==> config.mk <==
export PLATFORM = sky130hd
export DESIGN_NAME = mpeg_ps_demultiplexer
export DESIGN_NICKNAME = d
export VERILOG_FILES = /design/src/hdl/mpd_pkg.sv /design/src/hdl/mpeg_ps_demultiplexer.sv /design/src/hdl/mpd_in_stage.sv /design/src/hdl/mpd_parser.sv /design/src/hdl/mpd_out_stage.sv
export SDC_FILE = /design/constraint.sdc
export NUM_CORES = 1
export LEC_CHECK = 0
export BUFFER_PORTS_ARGS = -buffer_cell sky130_fd_sc_hd__clkbuf_2
export CORE_MARGIN = 2
export CORE_UTILIZATION = 58
export CTS_CLUSTER_SIZE = 10
export DETAILED_ROUTE_END_ITERATION = 10
export PLACE_DENSITY_LB_ADDON = 0.12
export SYNTH_ARGS = -nofsm -noshare
export SYNTH_HDL_FRONTEND = slang
export SYNTH_HIERARCHICAL = 1
export SYNTH_SLANG_ARGS = --single-unit
==> constraint.sdc <==
create_clock -name clk -period 4.9 [get_ports clk]
set_clock_uncertainty 0.2 [all_clocks]
set_input_delay 0.49 -clock clk [delete_from_list [all_inputs] [get_ports clk]]
set_output_delay 0.49 -clock clk [all_outputs]
set_load 0.02 [all_outputs]
==> src/hdl/mpd_pkg.sv <==
// ----------------------------------------------------------------------------
// mpd_pkg
// Types, constants and codes shared by the program stream demultiplexer.
// ----------------------------------------------------------------------------
package mpd_pkg;

  localparam int PACK_HEADER_BYTES   = 20;
  localparam int SYSTEM_HEADER_BYTES = 18;
  localparam int PES_HEADER_BYTES    = 14;

  localparam int IDX_W = $clog2(PACK_HEADER_BYTES + 1);
  localparam int CNT_W = 24;
  localparam int LEN_W = 16;

  localparam int PES_MIN_LEN  = 8;
  localparam int LEN_FIELD_END = 6;

  localparam logic [7:0] ID_PACK  = 8'hBA;
  localparam logic [7:0] ID_SYS   = 8'hBB;
  localparam logic [7:0] ID_MAP   = 8'hBC;
  localparam logic [7:0] ID_VIDEO = 8'hE0;
  localparam logic [7:0] ID_AUDIO = 8'hC0;

  localparam logic [7:0] PACK_START [4] = '{8'h00, 8'h00, 8'h01, ID_PACK};

  typedef enum logic [2:0] {
    PH_IDLE,
    PH_FIRST,
    PH_HEAD,
    PH_SKIP,
    PH_PAYLOAD
  } phase_t;

  typedef enum logic [2:0] {
    ST_PAYLOAD   = 3'd0,
    ST_DONE      = 3'd1,
    ST_BAD_PACK  = 3'd2,
    ST_NO_PREFIX = 3'd3,
    ST_BAD_ID    = 3'd4,
    ST_BAD_LEN   = 3'd5
  } status_t;

  typedef struct packed {
    logic [7:0] in_byte;
    logic       first_byte;
  } in_item_t;

  typedef struct packed {
    logic [7:0] out_byte;
    logic [2:0] status;
    logic       last;
  } out_item_t;

  typedef struct packed {
    logic      valid;
    out_item_t item;
  } result_t;

endpackage

==> src/hdl/mpeg_ps_demultiplexer.sv <==
// ----------------------------------------------------------------------------
// mpeg_ps_demultiplexer
// Program stream demultiplexer: strips pack, system, map and PES headers and
// passes on the elementary stream payload bytes.
// ----------------------------------------------------------------------------
// Input channel (in_valid/in_ready/in_data) takes one stream byte per item;
// first_byte set restarts the parse with that byte as byte 0 of a packet.
// Output channel (out_valid/out_ready/out_data) gives zero or one result per
// input item: a payload byte (status 0) or a done/error code with last set.
// An accepted item waits in the input register until the result register is
// free, is then parsed, and its result is registered in the result register.
// Throughput: one byte per cycle while no result waits on out_ready; each byte
// only steps the phase and the size counters, all inside the single parse stage.
// Reset (rst, synchronous): both registers empty, parser idle; bytes are
// ignored until one arrives with first_byte set.
// Stall: while a result waits on out_ready, a byte that is already held is
// parsed only when the result register frees, and one more byte can be taken
// into the input register; in_ready drops once both are full.
// ----------------------------------------------------------------------------
module mpeg_ps_demultiplexer (
  input  logic               clk,
  input  logic               rst,
  input  logic               in_valid,
  output logic               in_ready,
  input  mpd_pkg::in_item_t  in_data,
  output logic               out_valid,
  input  logic               out_ready,
  output mpd_pkg::out_item_t out_data
);

  logic              hold_valid;
  mpd_pkg::in_item_t hold_item;
  logic              out_free;
  logic              step;
  mpd_pkg::result_t  res;

  assign step = hold_valid && out_free;

  mpd_in_stage u_in (
    .clk        (clk),
    .rst        (rst),
    .in_valid   (in_valid),
    .in_ready   (in_ready),
    .in_data    (in_data),
    .take       (step),
    .hold_valid (hold_valid),
    .hold_item  (hold_item)
  );

  mpd_parser u_parse (
    .clk  (clk),
    .rst  (rst),
    .step (step),
    .item (hold_item),
    .res  (res)
  );

  mpd_out_stage u_out (
    .clk       (clk),
    .rst       (rst),
    .step      (step),
    .res       (res),
    .out_free  (out_free),
    .out_valid (out_valid),
    .out_ready (out_ready),
    .out_data  (out_data)
  );

endmodule

==> src/hdl/mpd_in_stage.sv <==
// ----------------------------------------------------------------------------
// mpd_in_stage
// Input register: holds one accepted item until the parser consumes it.
// ----------------------------------------------------------------------------
module mpd_in_stage (
  input  logic              clk,
  input  logic              rst,
  input  logic              in_valid,
  output logic              in_ready,
  input  mpd_pkg::in_item_t in_data,
  input  logic              take,
  output logic              hold_valid,
  output mpd_pkg::in_item_t hold_item
);

  assign in_ready = !hold_valid || take;

  always_ff @(posedge clk) begin
    if (rst) begin
      hold_valid <= 1'b0;
    end else if (in_ready) begin
      hold_valid <= in_valid;
    end
  end

  always_ff @(posedge clk) begin
    if (in_valid && in_ready) begin
      hold_item <= in_data;
    end
  end

endmodule

==> src/hdl/mpd_parser.sv <==
// ----------------------------------------------------------------------------
// mpd_parser
// Header walker and payload counter; one byte per step.
// ----------------------------------------------------------------------------
module mpd_parser (
  input  logic              clk,
  input  logic              rst,
  input  logic              step,
  input  mpd_pkg::in_item_t item,
  output mpd_pkg::result_t  res
);

  localparam int CW = mpd_pkg::CNT_W;
  localparam int LW = mpd_pkg::LEN_W;
  localparam int IW = mpd_pkg::IDX_W;

  mpd_pkg::phase_t phase, phase_next;
  logic [IW-1:0]   idx, idx_next;
  logic [LW-1:0]   skip_left, skip_left_next;
  logic [LW-1:0]   payload_left, payload_left_next;
  logic [CW-1:0]   pkt_left, pkt_left_next;
  logic [CW-1:0]   frm_left, frm_left_next;
  logic [7:0]      cur_id, cur_id_next;
  logic [7:0]      len_hi, len_hi_next;

  logic [7:0]      b;
  logic            fb;
  mpd_pkg::phase_t e_phase;
  logic [IW-1:0]   e_idx;
  logic [CW-1:0]   e_pkt, e_frm;
  logic [CW-1:0]   first_pkt, first_frm;
  logic [CW-1:0]   pkt_dec, frm_dec;
  logic [LW-1:0]   pl_dec, skip_dec, head_len;
  logic            start_bad, first_end, first_stop;
  logic            prefix_bad, id_bad, sid_pes;
  logic            unit_stop, pay_stop;

  assign b  = item.in_byte;
  assign fb = item.first_byte;

  assign e_phase = fb ? mpd_pkg::PH_FIRST : phase;
  assign e_idx   = fb ? '0 : idx;
  assign e_pkt   = fb ? '0 : pkt_left;
  assign e_frm   = fb ? '0 : frm_left;

  assign start_bad = (e_idx < IW'(4)) && (b != mpd_pkg::PACK_START[e_idx[1:0]]);
  assign first_pkt = (e_idx >= IW'(mpd_pkg::PACK_HEADER_BYTES - 6) &&
                      e_idx <  IW'(mpd_pkg::PACK_HEADER_BYTES - 3)) ?
                     {e_pkt[CW-9:0], b} : e_pkt;
  assign first_frm = (e_idx >= IW'(mpd_pkg::PACK_HEADER_BYTES - 3)) ?
                     {e_frm[CW-9:0], b} : e_frm;
  assign first_end  = (e_idx == IW'(mpd_pkg::PACK_HEADER_BYTES - 1));
  assign first_stop = (first_frm == '0) ||
                      (first_pkt <= CW'(mpd_pkg::PACK_HEADER_BYTES));

  assign pkt_dec  = (e_pkt == '0) ? '0 : e_pkt - CW'(1);
  assign frm_dec  = (e_frm == '0) ? '0 : e_frm - CW'(1);
  assign pl_dec   = (payload_left == '0) ? '0 : payload_left - LW'(1);
  assign skip_dec = (skip_left == '0) ? '0 : skip_left - LW'(1);
  assign head_len = {len_hi, b};

  assign prefix_bad = (e_idx < IW'(2)) ? (b != 8'h00) : (b != 8'h01);
  assign id_bad     = !(b == mpd_pkg::ID_PACK || b == mpd_pkg::ID_SYS ||
                        b == mpd_pkg::ID_MAP || b == mpd_pkg::ID_VIDEO ||
                        b == mpd_pkg::ID_AUDIO);
  assign sid_pes    = (cur_id == mpd_pkg::ID_VIDEO) ||
                      (cur_id == mpd_pkg::ID_AUDIO);
  assign unit_stop  = (pkt_dec == '0) || (e_frm == '0);
  assign pay_stop   = (pkt_dec == '0) || (frm_dec == '0);

  // next state
  always_comb begin
    phase_next        = phase;
    idx_next          = idx;
    skip_left_next    = skip_left;
    payload_left_next = payload_left;
    pkt_left_next     = pkt_left;
    frm_left_next     = frm_left;
    cur_id_next       = cur_id;
    len_hi_next       = len_hi;
    if (step) begin
      phase_next    = e_phase;
      idx_next      = e_idx;
      pkt_left_next = e_pkt;
      frm_left_next = e_frm;
      unique case (e_phase)
        mpd_pkg::PH_IDLE: begin
        end
        mpd_pkg::PH_FIRST: begin
          if (start_bad) begin
            phase_next = mpd_pkg::PH_IDLE;
          end else begin
            pkt_left_next = first_pkt;
            frm_left_next = first_frm;
            idx_next      = e_idx + IW'(1);
            if (first_end) begin
              if (first_stop) begin
                phase_next = mpd_pkg::PH_IDLE;
              end else begin
                pkt_left_next = first_pkt - CW'(mpd_pkg::PACK_HEADER_BYTES);
                phase_next    = mpd_pkg::PH_HEAD;
                idx_next      = '0;
              end
            end
          end
        end
        mpd_pkg::PH_HEAD: begin
          pkt_left_next = pkt_dec;
          idx_next      = e_idx + IW'(1);
          if (e_idx <= IW'(2)) begin
            if (prefix_bad) begin
              phase_next = mpd_pkg::PH_IDLE;
            end
          end else if (e_idx == IW'(3)) begin
            cur_id_next       = b;
            payload_left_next = '0;
            if (b == mpd_pkg::ID_PACK) begin
              skip_left_next = LW'(mpd_pkg::PACK_HEADER_BYTES - 4);
              phase_next     = mpd_pkg::PH_SKIP;
            end else if (b == mpd_pkg::ID_SYS) begin
              skip_left_next = LW'(mpd_pkg::SYSTEM_HEADER_BYTES - 4);
              phase_next     = mpd_pkg::PH_SKIP;
            end else if (id_bad) begin
              phase_next = mpd_pkg::PH_IDLE;
            end
          end else if (e_idx == IW'(4)) begin
            len_hi_next = b;
          end else if (cur_id == mpd_pkg::ID_MAP) begin
            skip_left_next = head_len;
            if (head_len != '0) begin
              phase_next = mpd_pkg::PH_SKIP;
            end else if (unit_stop) begin
              phase_next = mpd_pkg::PH_IDLE;
            end else begin
              idx_next = '0;
            end
          end else if (head_len < LW'(mpd_pkg::PES_MIN_LEN)) begin
            phase_next = mpd_pkg::PH_IDLE;
          end else begin
            payload_left_next = head_len - LW'(mpd_pkg::PES_MIN_LEN);
            skip_left_next    = LW'(mpd_pkg::PES_HEADER_BYTES - mpd_pkg::LEN_FIELD_END);
            phase_next        = mpd_pkg::PH_SKIP;
          end
        end
        mpd_pkg::PH_SKIP: begin
          pkt_left_next  = pkt_dec;
          skip_left_next = skip_dec;
          if (skip_dec == '0) begin
            if (sid_pes && payload_left != '0) begin
              phase_next = mpd_pkg::PH_PAYLOAD;
            end else if (unit_stop) begin
              phase_next = mpd_pkg::PH_IDLE;
            end else begin
              phase_next = mpd_pkg::PH_HEAD;
              idx_next   = '0;
            end
          end
        end
        mpd_pkg::PH_PAYLOAD: begin
          pkt_left_next     = pkt_dec;
          frm_left_next     = frm_dec;
          payload_left_next = pl_dec;
          if (pl_dec == '0) begin
            if (pay_stop) begin
              phase_next = mpd_pkg::PH_IDLE;
            end else begin
              phase_next = mpd_pkg::PH_HEAD;
              idx_next   = '0;
            end
          end
        end
        default: begin
          phase_next = mpd_pkg::PH_IDLE;
        end
      endcase
    end
  end

  // result
  always_comb begin
    res = '0;
    if (step) begin
      unique case (e_phase)
        mpd_pkg::PH_IDLE: begin
        end
        mpd_pkg::PH_FIRST: begin
          if (start_bad) begin
            res.valid       = 1'b1;
            res.item.status = mpd_pkg::ST_BAD_PACK;
            res.item.last   = 1'b1;
          end else if (first_end && first_stop) begin
            res.valid       = 1'b1;
            res.item.status = mpd_pkg::ST_DONE;
            res.item.last   = 1'b1;
          end
        end
        mpd_pkg::PH_HEAD: begin
          if (e_idx <= IW'(2)) begin
            if (prefix_bad) begin
              res.valid       = 1'b1;
              res.item.status = mpd_pkg::ST_NO_PREFIX;
              res.item.last   = 1'b1;
            end
          end else if (e_idx == IW'(3)) begin
            if (id_bad) begin
              res.valid       = 1'b1;
              res.item.status = mpd_pkg::ST_BAD_ID;
              res.item.last   = 1'b1;
            end
          end else if (e_idx == IW'(4)) begin
          end else if (cur_id == mpd_pkg::ID_MAP) begin
            if (head_len == '0 && unit_stop) begin
              res.valid       = 1'b1;
              res.item.status = mpd_pkg::ST_DONE;
              res.item.last   = 1'b1;
            end
          end else if (head_len < LW'(mpd_pkg::PES_MIN_LEN)) begin
            res.valid       = 1'b1;
            res.item.status = mpd_pkg::ST_BAD_LEN;
            res.item.last   = 1'b1;
          end
        end
        mpd_pkg::PH_SKIP: begin
          if (skip_dec == '0 && !(sid_pes && payload_left != '0) && unit_stop) begin
            res.valid       = 1'b1;
            res.item.status = mpd_pkg::ST_DONE;
            res.item.last   = 1'b1;
          end
        end
        mpd_pkg::PH_PAYLOAD: begin
          res.valid         = 1'b1;
          res.item.out_byte = b;
          res.item.status   = mpd_pkg::ST_PAYLOAD;
          res.item.last     = (pl_dec == '0) && pay_stop;
        end
        default: begin
        end
      endcase
    end
  end

  always_ff @(posedge clk) begin
    if (rst) begin
      phase        <= mpd_pkg::PH_IDLE;
      idx          <= '0;
      skip_left    <= '0;
      payload_left <= '0;
      pkt_left     <= '0;
      frm_left     <= '0;
      cur_id       <= '0;
      len_hi       <= '0;
    end else begin
      phase        <= phase_next;
      idx          <= idx_next;
      skip_left    <= skip_left_next;
      payload_left <= payload_left_next;
      pkt_left     <= pkt_left_next;
      frm_left     <= frm_left_next;
      cur_id       <= cur_id_next;
      len_hi       <= len_hi_next;
    end
  end

endmodule

==> src/hdl/mpd_out_stage.sv <==
// ----------------------------------------------------------------------------
// mpd_out_stage
// Result register: holds one result until the receiver takes it.
// ----------------------------------------------------------------------------
module mpd_out_stage (
  input  logic               clk,
  input  logic               rst,
  input  logic               step,
  input  mpd_pkg::result_t   res,
  output logic               out_free,
  output logic               out_valid,
  input  logic               out_ready,
  output mpd_pkg::out_item_t out_data
);

  logic load;

  assign out_free = !out_valid || out_ready;
  assign load     = step && res.valid;

  always_ff @(posedge clk) begin
    if (rst) begin
      out_valid <= 1'b0;
    end else if (load) begin
      out_valid <= 1'b1;
    end else if (out_ready) begin
      out_valid <= 1'b0;
    end
  end

  always_ff @(posedge clk) begin
    if (load) begin
      out_data <= res.item;
    end
  end

endmodule

Word-level counts from Yosys, hierarchy flattened
Cells that the tools add are included.

$add $sub $neg: 7. Magnitude comparators: 9. Equal/unequal tests: 23. Mux-type cells: 97. Bitwise gates (word level): 3. Reductions and logical operators: 47.

Operators with widths (count): two-way mux 24 bit (10); two-way mux 16 bit (14); zero test 24 bit (5); case mux 24 bit (2 select lines) (2); zero test 16 bit (5); two-way mux 5 bit (15); == test 8 bit (second input constant) (8); case mux 16 bit (2 select lines) (2); two-way mux 3 bit (17); subtractor 24 x 1 -> 24 bit (second input constant) (2); nonzero test 16 bit (2); subtractor 16 x 1 -> 16 bit (second input constant) (2); two-way mux 4 bit (7); <= comparator 24 x 5 -> 1 bit (second input constant) (1); two-way mux 8 bit (3); subtractor 24 x 5 -> 24 bit (second input constant) (1); case mux 5 bit (4 select lines) (1); binary-select mux 8 bit (select 2 bit) (1); less-than comparator 16 x 4 -> 1 bit (second input constant) (1); case mux 4 bit (4 select lines) (1); subtractor 16 x 4 -> 16 bit (second input constant) (1); case mux 3 bit (5 select lines) (1); two-way mux 1 bit (14); two-way mux 2 bit (7); 34 further kinds (63).

Register bits: 127. Logic and storage cells: 201.

Depth between registers and ports, before layout
Gate-level depths: netlist of run 1.

Depth after elaboration: 15. Gate-level depth with buffers: 19.

Hierarchy
The synthesis of run 1 kept the hierarchy.

Modules (own cells, without submodules): mpd_parser (times used 1, cells an instance 1406, area each 9713.1 um2, sequential area each 2082.0 um2); mpd_out_stage (times used 1, cells an instance 17, area each 410.4 um2, sequential area each 380.4 um2); mpd_in_stage (times used 1, cells an instance 14, area each 325.3 um2, sequential area each 290.3 um2); mpeg_ps_demultiplexer (times used 1, cells an instance 1, area each 6.3 um2, sequential area each 0.0 um2).

Least setup slack after synthesis of run 1
No wires, ideal clock.

Path type: reg2reg. Start: reg u_in/hold_item[0] (netlist name). End: reg u_out/out_data[0] (netlist name). Arrival time: 4208 ps. Data required time: 4356 ps. Setup slack: 148 ps. Stages on the path, launching flop included: 19. Buffers on the path: 5. Cell sequence: edfxtp_1 clkbuf_1 inv_1 buf_1 clkbuf_1 clkbuf_1 clkbuf_1 nand2_1 ha_1 or4b_2 nor4_1 o221ai_1 nor3_1 a21oi_1 nor2_1 a211oi_1 a21oi_1 nand2_1 inv_1.

==> results of run 1 <==
[Yosys cell counts, types with 20 or more instances]
library cell  instances
a21oi_1             106
edfxtp_1             21
dfxtp_1             106
mux2i_1              35
xnor2_1              30
nor2_1              203
nand4_1              20
nor4_1               33
a22oi_1              37
clkbuf_1             99
a211oi_1             21
o21ai_0              88
xor2_1               23
inv_1                30
nor3_1               58
nand3_1              35
nand2_1             128
[what timing repair did]
item                                    4_1_cts  5_1_grt
endpoints found under the hold margin         0        0
endpoints found under the setup margin        0       13
buffers inserted                              0        2
resized for setup                             0        1
[sequential cells by signal, indices dropped and copies added, names as in the netlist]
register / count
u_parse/frm_left: 24
u_parse/pkt_left: 24
u_parse/payload_left: 16
u_parse/skip_left: 16
u_out/out_data: 12
u_in/hold_item: 9
u_parse/cur_id: 8
u_parse/len_hi: 8
u_parse/idx: 5
u_parse/phase: 3
u_in/hold_valid: 1
u_out/out_valid: 1
[final cells by class]
cell class / instances / area, um2 / share of cell area [%]
Clock inverter: 13 / 116 / 1.03
Sequential cell: 127 / 2750 / 24.4
Timing Repair Buffer: 72 / 490 / 4.34
Inverter: 31 / 116 / 1.03
Multi-Input combinational cell: 1158 / 7110 / 62.9
Tap cell: 229 / 287 / 2.53
Clock buffer: 19 / 433 / 3.83
[routing by layer]
metal / vias to the layer above / routed length, um / global-route usage (%)
met3: 145 / 3010 / 6.27
met2: 625 / 15900 / 56.3
met4: 0 / 1970 / 20.2
met1: 5356 / 14300 / 48.2
li1: 5301 / - / -
met5: - / 0 / 0
[final timing paths]
kind,from,to,slack (ns)
worst max-delay path,u_parse/idx[0],u_out/out_data[0],0.36
worst min-delay path,in_data[6],u_in/hold_item[6],0.04
worst max register to register,u_parse/idx[0],u_out/out_data[0],0.36
worst min register to register,u_parse/payload_left[9],u_parse/payload_left[9],0.29
[stage by stage]
step / instance area (um2) / instances
final: 11300 / 1649
after global routing: 11300 / 1649
after CTS: 11300 / 1647
after detailed placement: 10700 / 1615
after global placement: 10700 / 1615
after floorplan: 10500 / 1438
[cells by family after synthesis]
| logic type | after synthesis | share of synthesized area, % |
|---|---|---|
| XOR/XNOR | 53 | 4.44 |
| AND/OR/NAND/NOR | 629 | 30.3 |
| flip-flops | 127 | 26.3 |
| buffers and inverters | 153 | 5.90 |
| AO/OA/AOI/OAI | 429 | 28.2 |
| adder cells (fa/ha/maj) | 12 | 1.44 |
| multiplexers | 35 | 3.35 |
[power by group through the flow]
| stage | Sequential [mW] | Combinational, mW | Clock, mW |
|---|---|---|---|
| after CTS | 1.10 | 0.438 | 1.22 |
| after detailed placement | 1.12 | 0.435 | 0 |
| final | 1.10 | 0.455 | 1.20 |
| after global placement | 1.12 | 0.433 | 0 |
| after floorplan | 1.11 | 0.317 | 0 |
| after global routing | 1.10 | 0.486 | 1.26 |
[worst max-delay path: cells and delay by family, from the launching register on]
family,cells,cell delay (ns)
buffers and inverters,2,0.31
muxes,1,0.14
DFF,1,0.38
and+or+nand+nor,4,1.02
adders and majority gates,1,0.24
AOI/OAI and AO/OA,7,1.94
==> metrics, run 1 <==
outcome=finished, final reports clean; Ant. Diodes=0; Area contributors post-synth=dfxtp_1 (20%), nor2_1 (7.3%), edfxtp_1 (6.0%); final setup margin=between 0.3 and 0.4 ns; fin crit period=between 4 and 5 ns; utilization after layout=63.4%; WL/cell=approximately 21 um; worst-case reg-to-reg path depth=15; Worst Hold Class=primary input to flip-flop; Setup TNS Final=0 ns; I/O pins=27; CTS Hold Buffers Added=0; Comb pwr share=roughly 17%; Remaining DRCs=0; die height=about 140 um; class of the most critical setup path=flip-flop to flip-flop; Area Growth Syn to Fin=8.11%; post-synth top area share=around a fifth; first-pass GRT wire length=57.0 mm; number of global-route vias before repair=roughly 11000; Sw Share=around 30%; Distinct cells, synth=97; CTS Buf Count=17; Switching Power=between 0.8 and 0.9 mW; die area=19100 um2; Clock power frac=between 40% and 50%; Avg Cell Area, Syn=a little over 7 um2; RSZ-0062 raised after global routing=false; vias per inst=6.93; final hold slack=roughly 0.042 ns; clk sinks=~130; syn_nets=~1500; Static Leak=approximately 4.2 nW; layout net count=1432; IO buf count=26; GRT overflow=0; Max-cap violations=0; layout cells sized above 1=between 10% and 20%; largest net degree at the start of global routing=100; row count=49; commonest non-fill, non-tap cell in the layout=nor2_1; Max Root-Sink Buffers=2; Worst Setup End Kind=flip-flop; Core Region=~18000 um2; Slew @ Worst Pin=around 1.3 ns; TritonCTS clock tree=built; Max H-tree Level=4; final wirelength=around 35 mm; Worst IR Drop VDD=roughly 270 uV; Place WS=~0.017 ns; Clk pin slew, worst setup/hold paths=around 0.06 ns; Primary FF master, synth=dfxtp_1; Synth Cell Area=between 10000 and 15000 um2; CP startpoint kind=flip-flop; Die X=around 140 um; RePlAce Congestion=approximately 0.99; sequential fraction of design power=40.0%; Worst EP required=a little under 5 ns; Hold Crit Depth=1; DRT Pass-1 Iters=6; Clk Latency, worst-skew pair=~0.42 ns; delay of the slowest critical-path stage=between 0.6 and 0.7 ns; vias=approximately 11000; Final Total Pwr=~2.8 mW; antenna-violating nets left=0; FILL cells=1618; Crit-path slowest cell=or4_1; DP HPWL=24.1 mm; Gate Count Post-Synth=1438; Power Density=around 240 nW/um2; crit-path max FO=12; fin crit share=slightly above 90%; most frequent cells in the layout=nor2_1 (203), nand2_1 (128), dfxtp_1 (106); FF+latch count, synth=about 130; initial antenna violation count=0; initial DRC count=1508; Internal Power=1.92 mW; area leader, netlist=dfxtp_1; FFs w/ async S/R, synth=0%; Critical Path, Cell by Cell=or4_1, o21ai_4, mux2i_1, nor2_1, inv_1, ha_1, o41ai_4, a221oi_4, a221oi_1, nor2_1, a211o_1, a211oi_1, a21oi_1, nand2_1, inv_1; CP Data Arrival Time=approximately 4.5 ns; FMAX=0.220 GHz; Slew Viols, Final=0; Yosys warnings=6; Rel. slew slack=14.9%; initial core utilization=between 50% and 60%; final setup fails=0; CTS Root Cell=clkbuf_16; Fin. Hold Viols=0; EDFF count, synth=21; sequential element share of the synthesized area=26.3%; all-layer global routing usage=between 30% and 40%
Note: power is estimated with default switching activity, not from simulation.
==> run 2, diff against run 1 <==
Settings changed: CTS_BUF_LIST set to sky130_fd_sc_hd__clkbuf_16.
==> metrics, run 2 (synthesis gave the netlist of run 1 again) <==
class of the most critical setup path=flip-flop to flip-flop; Area Growth Syn to Fin=8.11%; Core Region=between 15000 and 20000 um2; final wirelength=between 30 and 40 mm; GRT overflow=0; R2R Setup Slk=between 0.3 and 0.4 ns; commonest non-fill, non-tap cell in the layout=nor2_1; CTS Buf Count=17; IO buf count=26; Hold Path End=u_in/hold_item[6]; Slew Viols, Final=0; initial DRC count=roughly 1500; fin crit share=between 90 and 100%; Worst Hold Class=primary input to flip-flop; most frequent cells in the layout=nor2_1 (203), nand2_1 (128), dfxtp_1 (106); Clk Latency, worst-skew pair=between 0.4 and 0.5 ns; design area=roughly 11000 um2; DRT Pass-1 Iters=6; startpoint of the worst hold path=in_data[6]; CP Data Arrival Time=~4.5 ns; worst-case reg-to-reg path depth=15; Max Root-Sink Buffers=2; Worst EP required=between 4 and 5 ns; initial core utilization=slightly below 60%; Static Leak=approximately 4.2 nW; Remaining DRCs=0; first-pass GRT wire length=about 57 mm; fin crit period=between 4 and 5 ns; RSZ-0062 raised after global routing=false; I/O pins=27; all-layer global routing usage=36.3%; largest net degree at the start of global routing=100; Final Total Pwr=approximately 2.8 mW; Max-cap violations=0; Worst IR Drop VDD=275 uV; DP HPWL=around 24 mm; CTS Hold Buffers Added=0; FF-to-FF Start=u_parse/idx[0]; initial antenna violation count=0; number of global-route vias before repair=about 11000; layout cells sized above 1=about a tenth; CP startpoint kind=flip-flop; Ant. Diodes=0; CTS Root Cell=clkbuf_16; Placed Area=between 10000 and 15000 um2; Setup TNS Final=0 ns; Max H-tree Level=4; row count=49; vias per inst=between 6 and 7; Worst Setup End Kind=flip-flop; die area=~19000 um2; Slew @ Worst Pin=about 1.3 ns; TritonCTS clock tree=built; FMAX=approximately 0.22 GHz; utilization after layout=around 63%; outcome=finished, final reports clean; clk sinks=roughly 130; Hold Crit Depth=1; Power Density=around 240 nW/um2; biggest regs=u_parse/frm_left (24), u_parse/pkt_left (24); layout net count=~1400; Clk pin slew, worst setup/hold paths=0.06 ns; final setup fails=0; Fin. Hold Viols=0; RePlAce Congestion=about 1; vias=between 10000 and 15000; antenna-violating nets left=0; die height=around 140 um; WL/cell=roughly 21 um; Die X=roughly 140 um; Rel. slew slack=about 15%; Reg2Reg Capture Point=u_out/out_data[6]; crit-path max FO=12
[run 2: area by class of cell]
class	count	area, um2
fillers	1618	6540
multi-input cells	1158	7110
well taps	229	287
clock inverters	15	124
inverters	31	116
repair buffers	72	490
clock buffers	17	425
flip-flops and latches	127	2750
[run 2: power by group]
group | total, mW | internal (mW) | switching [mW]
logic | 0.456 | 0.151 | 0.305
clock network | 1.20 | 0.694 | 0.503
registers | 1.10 | 1.07 | 0.0278
[run 2: timing repair]
item / CTS / global route
resized for setup: 0 / 1
endpoints found under the setup margin: 0 / 13
buffers inserted: 0 / 2
[run 2: critical path, cell delays in order (launching register included)]
cell	delay, ns
dfxtp_1	0.38
or4_1	0.62
o21ai_4	0.20
mux2i_1	0.14
nor2_1	0.17
inv_1	0.09
ha_1	0.24
o41ai_4	0.51
a221oi_4	0.16
a221oi_1	0.37
nor2_1	0.10
a211o_1	0.30
a211oi_1	0.29
a21oi_1	0.11
nand2_1	0.13
inv_1	0.23
[run 2: per-layer routing]
layer  routed length, um  GRT usage [%]  share of wire [%]  up-vias
met5                   0              0                  0        -
met4                1930           20.2                5.5        0
met3                2930           6.27                8.3      138
met2               16000           56.3                 45      615
met1               14300           48.2                 41     5361
li1                    -              -                  -     5299
[run 2: worst max path at each step]
stage	startpoint	endpoint	slack [ns]
6_report	u_parse/idx[0]	u_out/out_data[6]	0.35
5_1_grt	u_parse/idx[0]	u_out/out_data[8]	0.08
3_5_place_dp	u_parse/idx[0]	u_out/out_data[10]	0.02
3_3_place_gp	u_parse/idx[0]	u_out/out_data[3]	0.18
2_1_floorplan	u_in/hold_item[0]	u_out/out_data[0]	0.15
4_1_cts	u_parse/idx[0]	u_out/out_data[1]	0.003
[run 2: through the flow]
stage	hold WS, ns	setup WS, ns	std cells
floorplan	0.254	0.148	1438
global placement	0.273	0.181	1615
detailed placement	0.282	0.0167	1615
CTS	0.0249	0.00255	1647
global route	0.0239	0.0784	1649
finish	0.0414	0.352	1649
